### config.mk
export PLATFORM = sky130hd
export DESIGN_NAME = urfm_ctrl
export DESIGN_NICKNAME = d
export VERILOG_FILES = /design/src/design/urfm_pkg.sv /design/src/design/urfm_ctrl.sv
export SDC_FILE = /design/constraint.sdc
export NUM_CORES = 1
export LEC_CHECK = 0
export BUFFER_PORTS_ARGS = -buffer_cell sky130_fd_sc_hd__buf_2
export CAP_MARGIN = 20
export CORE_ASPECT_RATIO = 0.7
export CORE_MARGIN = 2
export CORE_UTILIZATION = 43
export DETAILED_ROUTE_END_ITERATION = 16
export PLACE_DENSITY = 0.77
export RECOVER_POWER = 100
export REMOVE_ABC_BUFFERS = 1
export SLEW_MARGIN = 40
export SYNTH_ARGS = -nofsm -noshare
export SYNTH_HDL_FRONTEND = slang
export SYNTH_SLANG_ARGS = --single-unit
### constraint.sdc
create_clock -name clock -period 2.84 [get_ports clock]
set_input_delay 0.568 -clock clock [delete_from_list [all_inputs] [get_ports clock]]
set_output_delay 0.568 -clock clock [all_outputs]
set_load 0.01 [all_outputs]
### src/design/urfm_pkg.sv
// Shared types and constants for the UART receive FIFO register model.
package urfm_pkg;

   localparam int FIFO_DEPTH_DEFAULT = 256;

   localparam int OFFSET_W   = 28;
   localparam int BYTE_W     = 8;
   localparam int READ_W     = 32;
   localparam int ACTION_W   = 2;
   localparam int REQ_TDATA_W = ((OFFSET_W + BYTE_W + 7) / 8) * 8;
   // Result fields ahead of free_space: read_data, tx_valid, tx_byte, rx_dropped.
   localparam int RSP_FIXED_W = READ_W + 1 + BYTE_W + 1;

   localparam logic [OFFSET_W-1:0] OFF_TX   = 28'h0840020;
   localparam logic [OFFSET_W-1:0] OFF_RX   = 28'h0840024;
   localparam logic [OFFSET_W-1:0] OFF_STAT = 28'h0840010;
   // Page match compares offset bits above the low byte.
   localparam logic [OFFSET_W-9:0] PAGE_TAG = 20'h08400;
   localparam logic [READ_W-1:0]   STAT_BASE = 32'h0000_0006;
   localparam logic [READ_W-1:0]   ALL_ONES  = 32'hFFFF_FFFF;

   typedef enum logic [ACTION_W-1:0] {
      ACT_READ  = 2'd0,
      ACT_WRITE = 2'd1,
      ACT_RECV  = 2'd2
   } action_type;

   typedef struct packed {
      logic [READ_W-1:0] read_data;
      logic              tx_valid;
      logic [BYTE_W-1:0] tx_byte;
      logic              rx_dropped;
   } result_type;

   typedef struct packed {
      logic       pop;
      result_type res;
   } stage_meta_type;

endpackage

### src/design/urfm_ctrl.sv
// Register decode, FIFO pointer update and the stage that meets the RAM read.
module urfm_ctrl #(
   parameter int FIFO_DEPTH = urfm_pkg::FIFO_DEPTH_DEFAULT,
   localparam int AW = $clog2(FIFO_DEPTH),
   localparam int CW = $clog2(FIFO_DEPTH + 1)
) (
   input  logic                          clock,
   input  logic                          reset,
   input  logic                          in_valid,
   output logic                          in_ready,
   input  urfm_pkg::action_type          in_action,
   input  logic [urfm_pkg::OFFSET_W-1:0] in_offset,
   input  logic [urfm_pkg::BYTE_W-1:0]   in_byte,
   output logic                          ram_wr_en,
   output logic [AW-1:0]                 ram_wr_addr,
   output logic [urfm_pkg::BYTE_W-1:0]   ram_wr_data,
   output logic                          ram_rd_en,
   output logic [AW-1:0]                 ram_rd_addr,
   input  logic [urfm_pkg::BYTE_W-1:0]   ram_rd_data,
   output logic                          out_valid,
   input  logic                          out_ready,
   output urfm_pkg::result_type          out_res,
   output logic [CW-1:0]                 out_free
);

   logic [AW-1:0] write_index_ff, write_index_in;
   logic [AW-1:0] read_index_ff, read_index_in;
   logic [CW-1:0] fill_count_ff, fill_count_in;
   logic          s1_valid_ff, s1_valid_in;
   urfm_pkg::stage_meta_type s1_meta_ff, meta_in;
   logic [CW-1:0] s1_free_ff, free_in;
   logic          accept, push, pop, has_data, is_full;

   assign in_ready = !s1_valid_ff || out_ready;
   assign accept   = in_valid && in_ready;
   assign has_data = (fill_count_ff != '0);
   assign is_full  = (fill_count_ff == CW'(FIFO_DEPTH));

   always_comb begin
      meta_in = '0;
      push    = 1'b0;
      pop     = 1'b0;
      unique case (in_action)
         urfm_pkg::ACT_READ: begin
            priority if (in_offset == urfm_pkg::OFF_STAT) begin
               meta_in.res.read_data = urfm_pkg::STAT_BASE | urfm_pkg::READ_W'(has_data);
            end else if (in_offset == urfm_pkg::OFF_RX) begin
               // Empty FIFO: read zero, leave pointers alone.
               pop = has_data;
            end else if (in_offset[urfm_pkg::OFFSET_W-1:8] == urfm_pkg::PAGE_TAG) begin
               meta_in.res.read_data = urfm_pkg::ALL_ONES;
            end else begin
               meta_in.res.read_data = '0;
            end
         end
         urfm_pkg::ACT_WRITE: begin
            if (in_offset == urfm_pkg::OFF_TX) begin
               meta_in.res.tx_valid = 1'b1;
               meta_in.res.tx_byte  = in_byte;
            end
         end
         urfm_pkg::ACT_RECV: begin
            push                   = !is_full;
            meta_in.res.rx_dropped = is_full;
         end
         default: begin
         end
      endcase
      meta_in.pop = pop;
   end

   always_comb begin
      write_index_in = write_index_ff;
      read_index_in  = read_index_ff;
      fill_count_in  = fill_count_ff;
      if (accept && push) begin
         write_index_in = (write_index_ff == AW'(FIFO_DEPTH - 1)) ? '0 : write_index_ff + 1'b1;
         fill_count_in  = fill_count_ff + 1'b1;
      end
      if (accept && pop) begin
         read_index_in = (read_index_ff == AW'(FIFO_DEPTH - 1)) ? '0 : read_index_ff + 1'b1;
         fill_count_in = fill_count_ff - 1'b1;
      end
      free_in = CW'(FIFO_DEPTH) - fill_count_in;
   end

   always_comb begin
      s1_valid_in = s1_valid_ff;
      if (accept) begin
         s1_valid_in = 1'b1;
      end else if (out_ready) begin
         s1_valid_in = 1'b0;
      end
   end

   always_ff @(posedge clock) begin
      if (reset) begin
         write_index_ff <= '0;
         read_index_ff  <= '0;
         fill_count_ff  <= '0;
         s1_valid_ff    <= 1'b0;
      end else begin
         write_index_ff <= write_index_in;
         read_index_ff  <= read_index_in;
         fill_count_ff  <= fill_count_in;
         s1_valid_ff    <= s1_valid_in;
      end
   end

   always_ff @(posedge clock) begin
      if (accept) begin
         s1_meta_ff <= meta_in;
         s1_free_ff <= free_in;
      end
   end

   assign ram_wr_en   = accept && push;
   assign ram_wr_addr = write_index_ff;
   assign ram_wr_data = in_byte;
   assign ram_rd_en   = accept && pop;
   assign ram_rd_addr = read_index_ff;

   always_comb begin
      out_res = s1_meta_ff.res;
      if (s1_meta_ff.pop) begin
         out_res.read_data = urfm_pkg::READ_W'(ram_rd_data);
      end
   end

   assign out_valid = s1_valid_ff;
   assign out_free  = s1_free_ff;

   a_fill_bound : assert property (@(posedge clock) disable iff (reset)
      fill_count_ff <= CW'(FIFO_DEPTH))
      else $error("fill count above depth");

   a_empty_ptrs : assert property (@(posedge clock) disable iff (reset)
      fill_count_ff == '0 |-> write_index_ff == read_index_ff)
      else $error("empty FIFO with diverged pointers");

   a_no_push_pop : assert property (@(posedge clock) disable iff (reset)
      !(ram_wr_en && ram_rd_en))
      else $error("push and pop on one beat");

   a_stall_hold : assert property (@(posedge clock) disable iff (reset)
      s1_valid_ff && !out_ready |=> s1_valid_ff && $stable(s1_free_ff) && $stable(out_res))
      else $error("stalled stage lost its result");

   a_free_track : assert property (@(posedge clock) disable iff (reset)
      accept |=> s1_free_ff == CW'(FIFO_DEPTH) - fill_count_ff)
      else $error("free space out of step with fill count");

endmodule

[Word level (Yosys, flattened, before mapping)]
Index checks and enable logic that the tools add are counted.
Cells by class
  reductions and logical operators: 11
  equality and inequality tests: 9
  multiplexer cells: 15
  bitwise gates (word level): 1
  add/sub/neg operators: 5
Operators by type and width (number)
  equality test 28 x 24 -> 1 bit, second input constant: 3
  2-to-1 mux 32 bit: 2
  2-to-1 mux 9 bit: 3
  equality test 20 x 16 -> 1 bit, second input constant: 1
  adder 8 x 1 -> 8 bit, second input constant: 2
  equality test 8 bit, second input constant: 2
  2-to-1 mux 8 bit: 2
  adder 9 x 1 -> 9 bit, second input constant: 1
  equality test 9 bit, second input constant: 1
  nonzero test 9 bit: 1
  subtractor 9 x 1 -> 9 bit, second input constant: 1
  subtractor 9 bit, first input constant: 1
  2-to-1 mux 1 bit: 6
  2-to-1 mux 3 bit: 2
  logical AND 1 bit: 3
  OR reduction 3 bit: 1
  equality test 2 x 1 -> 1 bit, second input constant: 1
  equality test 2 bit, second input constant: 1
  zero test 1 bit: 2
  zero test 2 bit: 1
  AND reduction 2 bit: 1
  nonzero test 2 bit: 1
  logical OR 1 bit: 1
  inverter 1 bit: 1
Storage, ports and cells
  logic and storage cells: 52
  register bits after elaboration: 78
  output and inout port bits: 79
  input bits: 50

[Logic depth before layout (Yosys ltp)]
  word-level depth: 7
  depth in mapped cells: 13
  depth with buffers taken out: 12

[Worst setup path before layout]
No wires, ideal clock.
  kind: input-to-reg
  from: in in_offset[1] (netlist bit)
  to: reg s1_free_ff[8] (netlist: out_free[8]) (data pin)
  slack: -2 ps
  arrival time: 2581 ps
  buffers on the path: 0
  cell stages on the path: 9
  cell sequence: nor4b_1 > nand2_1 > nor4_2 > nor2_1 > xnor2_1 > ha_1 > and2_1 > nand4_1 > xnor2_1
On the way
  word-level cells in the longest chain between the ends: 7
RTL lines
  start, declared: line urfm_ctrl.sv:12  | input logic [urfm_pkg::OFFSET_W-1:0] in_offset,
  equality test 28 x 24 -> 1 bit: line urfm_ctrl.sv:47  | end else if (in_offset == urfm_pkg::OFF_RX) begin
  2-to-1 mux 1 bit: line urfm_ctrl.sv:47
  2-to-1 mux 1 bit *: line urfm_ctrl.sv:45  | priority if (in_offset == urfm_pkg::OFF_STAT) begin
  2-to-1 mux 1 bit *: line urfm_ctrl.sv:43  | unique case (in_action)
  logical AND 1 bit *: line urfm_ctrl.sv:80  | if (accept && pop) begin
  2-to-1 mux 9 bit *: line urfm_ctrl.sv:80
  subtractor 9 bit *: line urfm_ctrl.sv:84  | free_in = CW'(FIFO_DEPTH) - fill_count_in;
  via free_in[8]: line urfm_ctrl.sv:31  | logic [CW-1:0] s1_free_ff, free_in;
  end signal, assigned: line urfm_ctrl.sv:113  | s1_free_ff <= free_in;
  end, declared: line urfm_ctrl.sv:31
Mark *: on every way through the listed nets, which the timed path passes. The rest lies on a longest branch.
A chain may end at the register's enable or synchronous reset.

[Worst setup path in the final report]
  from: reg fill_count_ff[0]
  to: reg s1_free_ff[7] (netlist: out_free[7]) (data pin)
On the way
  word-level cells in the longest chain between the ends: 7
RTL lines
  start, declared: line urfm_ctrl.sv:28  | logic [CW-1:0] fill_count_ff, fill_count_in;
  start signal, assigned: line urfm_ctrl.sv:105  | fill_count_ff <= fill_count_in;
  branches (longest 5 deep; another with adder 9 x 1 -> 9 bit)
  2-to-1 mux 9 bit *: line urfm_ctrl.sv:80
  subtractor 9 bit *: line urfm_ctrl.sv:84
  via free_in[7]: line urfm_ctrl.sv:31
Mark *: on every way through the listed nets, which the timed path passes.

==> run summary <==
Worst setup SP type -> register
Worst Hold Class -> register to register
Post-layout minimum cycle time -> 2.743 ns
CTS tree -> done
All-layer global routing usage -> 0.1904
Routed via count -> 2583
Maximum clock insertion buffer count -> 2
Commonest non-fill, non-tap cell in the layout -> buf_2
Pre-CTS WS -> -0.1075 ns
P_int -> 1.023 mW
Clock Skews -> 0.006695 ns
Drt via density -> 4.977
Endpoints failing setup -> 0
Highest routed layer -> met4
Worst-path clk slew -> 0.09 ns
DRT antenna net count -> 0
Comb pwr share -> 0.157
Crit path kind -> register to register
Worst Slack Setup Final -> 0.09653 ns
Grt total ovfl -> 0
Nets -> 481
Worst VDD drop -> 0.1811 mV
Layout cell share with drive strength beyond 1 -> 0.3012
Antenna cells -> 0
Drt pass-1 iters -> 4
Die W -> 102.3 um
Switching Fraction -> 0.2584
Crit path required time -> 2.89 ns
Fin cells -> 519
Yosys top cell by area -> edfxtp_1
CORE AREA -> 6631 um^2
M1 wire length -> 2.962 mm
Post-DP HPWL -> 5.538 mm
Psw -> 356.5 uW
Drt total wl -> 6.945 mm
Top achievable clock speed -> 364.5 MHz
Vias in the first global route -> 2411
Worst Setup SP -> fill_count_ff[0]$_SDFF_PP0_
Max-Cap Viols -> 0
Layout area overhead -> 23.59%
Final total power -> 1.380 mW
Dpl cells -> 511
First-pass GRT wire length -> 11.22 mm
Most frequent cells in the layout -> 75 x buf_2, 57 x clkbuf_1, 33 x nor2_1, 31 x nand2_1, 26 x dfxtp_1
Clock root cell -> clkbuf_8
Clock latency on the worst-skew pair -> 0.30 ns
Endpoints failing hold -> 0
Crit end category -> register
Met3 wire length -> 509 um
Worst Tran Pin Value -> 1.245 ns
Die Span Y -> 72.79 um
Post-route cell area -> 3592 um^2
Slew Viols, Final -> 0
Largest net degree at the start of global routing -> 25
Sequential area share after synthesis -> 0.4167
Final Cycle Share -> 0.9660
Ys flop type -> dfxtp_1
FP Rows -> 25
Metal2 WL -> 3.321 mm
CTS sink count -> 49
Number of port buffers -> 128
Static Leakage -> 1.503 nW
CP Data Arrival Time -> 2.80 ns
Cts bufs inserted -> 5
Mapped cell area -> 2907 um^2
HP Start -> ram_wr_addr[7]$_SDFFE_PP0N_
Status -> finished clean
Yosys cell types -> 49
Setup TNS -> 0 ns
CTS HTree Levels -> 2
Sequential share of power -> 0.562
RR Startpoint -> fill_count_ff[0]$_SDFF_PP0_
Yosys warns -> 0
Max_slew headroom -> 0.1700
Residual DRC -> 0
Top area cells in the synthesized netlist -> edfxtp_1 24%, dfxtp_1 18%, buf_4 11%
Fraction of registers with async set/reset -> 0
Die area -> 7443 um^2
Crit path max fanout -> 9
PwrDens -> 384.1 nW/um^2
Routability congestion estimate -> 0.9276
Iter 0 DRT Violations -> 146
Routed length per placed instance -> 13.38 um
Starting Density -> 0.4383
EDFF count, synth -> 23
Mapped Cells -> 308
Avg Inst Size Synth -> 9.437 um^2
Clock power frac -> 0.281
Yosys top cell area share -> 0.2376
IO Count -> 129
Synthesis-stage register bit count -> 49
DP Area -> 3537 um^2
Initial antenna violation count -> 0
## worst max-delay path: stages (launching register included)
cell and delay, ns:
dfxtp_1 0.33, inv_2 0.08, ha_4 0.15, or4b_4 0.51
o211ai_4 0.20, nor4_2 0.07, buf_4 0.17, buf_4 0.15
a31oi_4 0.18, xnor2_2 0.09, or2_1 0.27, nor3b_2 0.20
xor2_1 0.09
## repair_timing
item                       CTS  global route
gates resized for setup      1            10
setup endpoints to repair    2             7
hold buffers                 0             0
pin swaps                    0             4
setup buffers                0             1
## Yosys cell counts (2+ instances only)
master,count
nor2b_1,5
or3_1,3
nand3_1,8
edfxtp_1,23
nor3_1,6
mux2i_1,2
a41o_1,2
ha_1,6
xor2_1,15
xnor2_1,12
inv_1,9
nor4_1,9
nor4b_1,5
dfxtp_1,26
a21oi_1,8
a41oi_1,2
nor4_2,2
nor2_1,34
nand4_1,9
and2_1,11
clkbuf_1,3
nand2b_1,3
buf_1,2
nand2_1,31
buf_4,41
a22oi_1,2
a31oi_1,2
and3_1,6
## worst paths after layout
check                                 to  slack, ns  cells past startpoint
min          ram_wr_addr[7]$_SDFFE_PP0N_       0.53                      2
max reg2reg        out_free[7]$_DFFE_PP_        0.1                     12
min reg2reg  ram_wr_addr[7]$_SDFFE_PP0N_       0.53                      2
max                out_free[7]$_DFFE_PP_        0.1                     12
## stage by stage
step | hold slack [ns] | utilization
after floorplan | 0.5131 | -
after global placement | 0.4836 | 0.5334
after detailed placement | 0.5206 | 0.5334
after CTS | 0.5367 | 0.5458
after global routing | 0.5589 | 0.5417
final | 0.5345 | 0.5417
## logic make-up after synthesis
group | after synthesis | share of synthesized area
buf+inv | 56 | 0.1279
fa+ha+maj | 6 | 0.02583
mux | 3 | 0.01076
compound gates | 23 | 0.06457
xor+xnor | 27 | 0.08136
flops | 49 | 0.4167
simple gates | 144 | 0.2729
## power by group through the flow
stage,clock network (mW),registers [mW],logic (mW)
floorplan,0,0.802,0.0835
global placement,0,0.790,0.218
detailed placement,0,0.790,0.222
CTS,0.396,0.774,0.224
global route,0.432,0.778,0.242
finish,0.388,0.775,0.217
## final cells by class
cell class | instances | area, um^2
Clock inverter | 2 | 11.26
Inverter | 9 | 33.78
Tap cell | 94 | 117.6
Fill cell | 649 | 3039
Sequential cell | 49 | 1211
Clock buffer | 5 | 68.82
Multi-Input combinational cell | 203 | 1373
Timing Repair Buffer | 157 | 777.0
## per-layer routing
metal,vias up,GRT usage
met5,-,0
met4,0,0.04741
met3,14,0.05268
met2,111,0.3348
met1,1193,0.2326
li1,1265,-
## flip-flops by register name, summed over array words and instances, names as in the netlist
| name | flops |
|---|---|
| s1_meta_ff | 4 |
| out_res | 10 |
| out_valid | 1 |
| fill_count_ff | 9 |
| ram_wr_addr | 8 |
| out_free | 9 |
| ram_rd_addr | 8 |
Power figures use the tool's default switching activity.
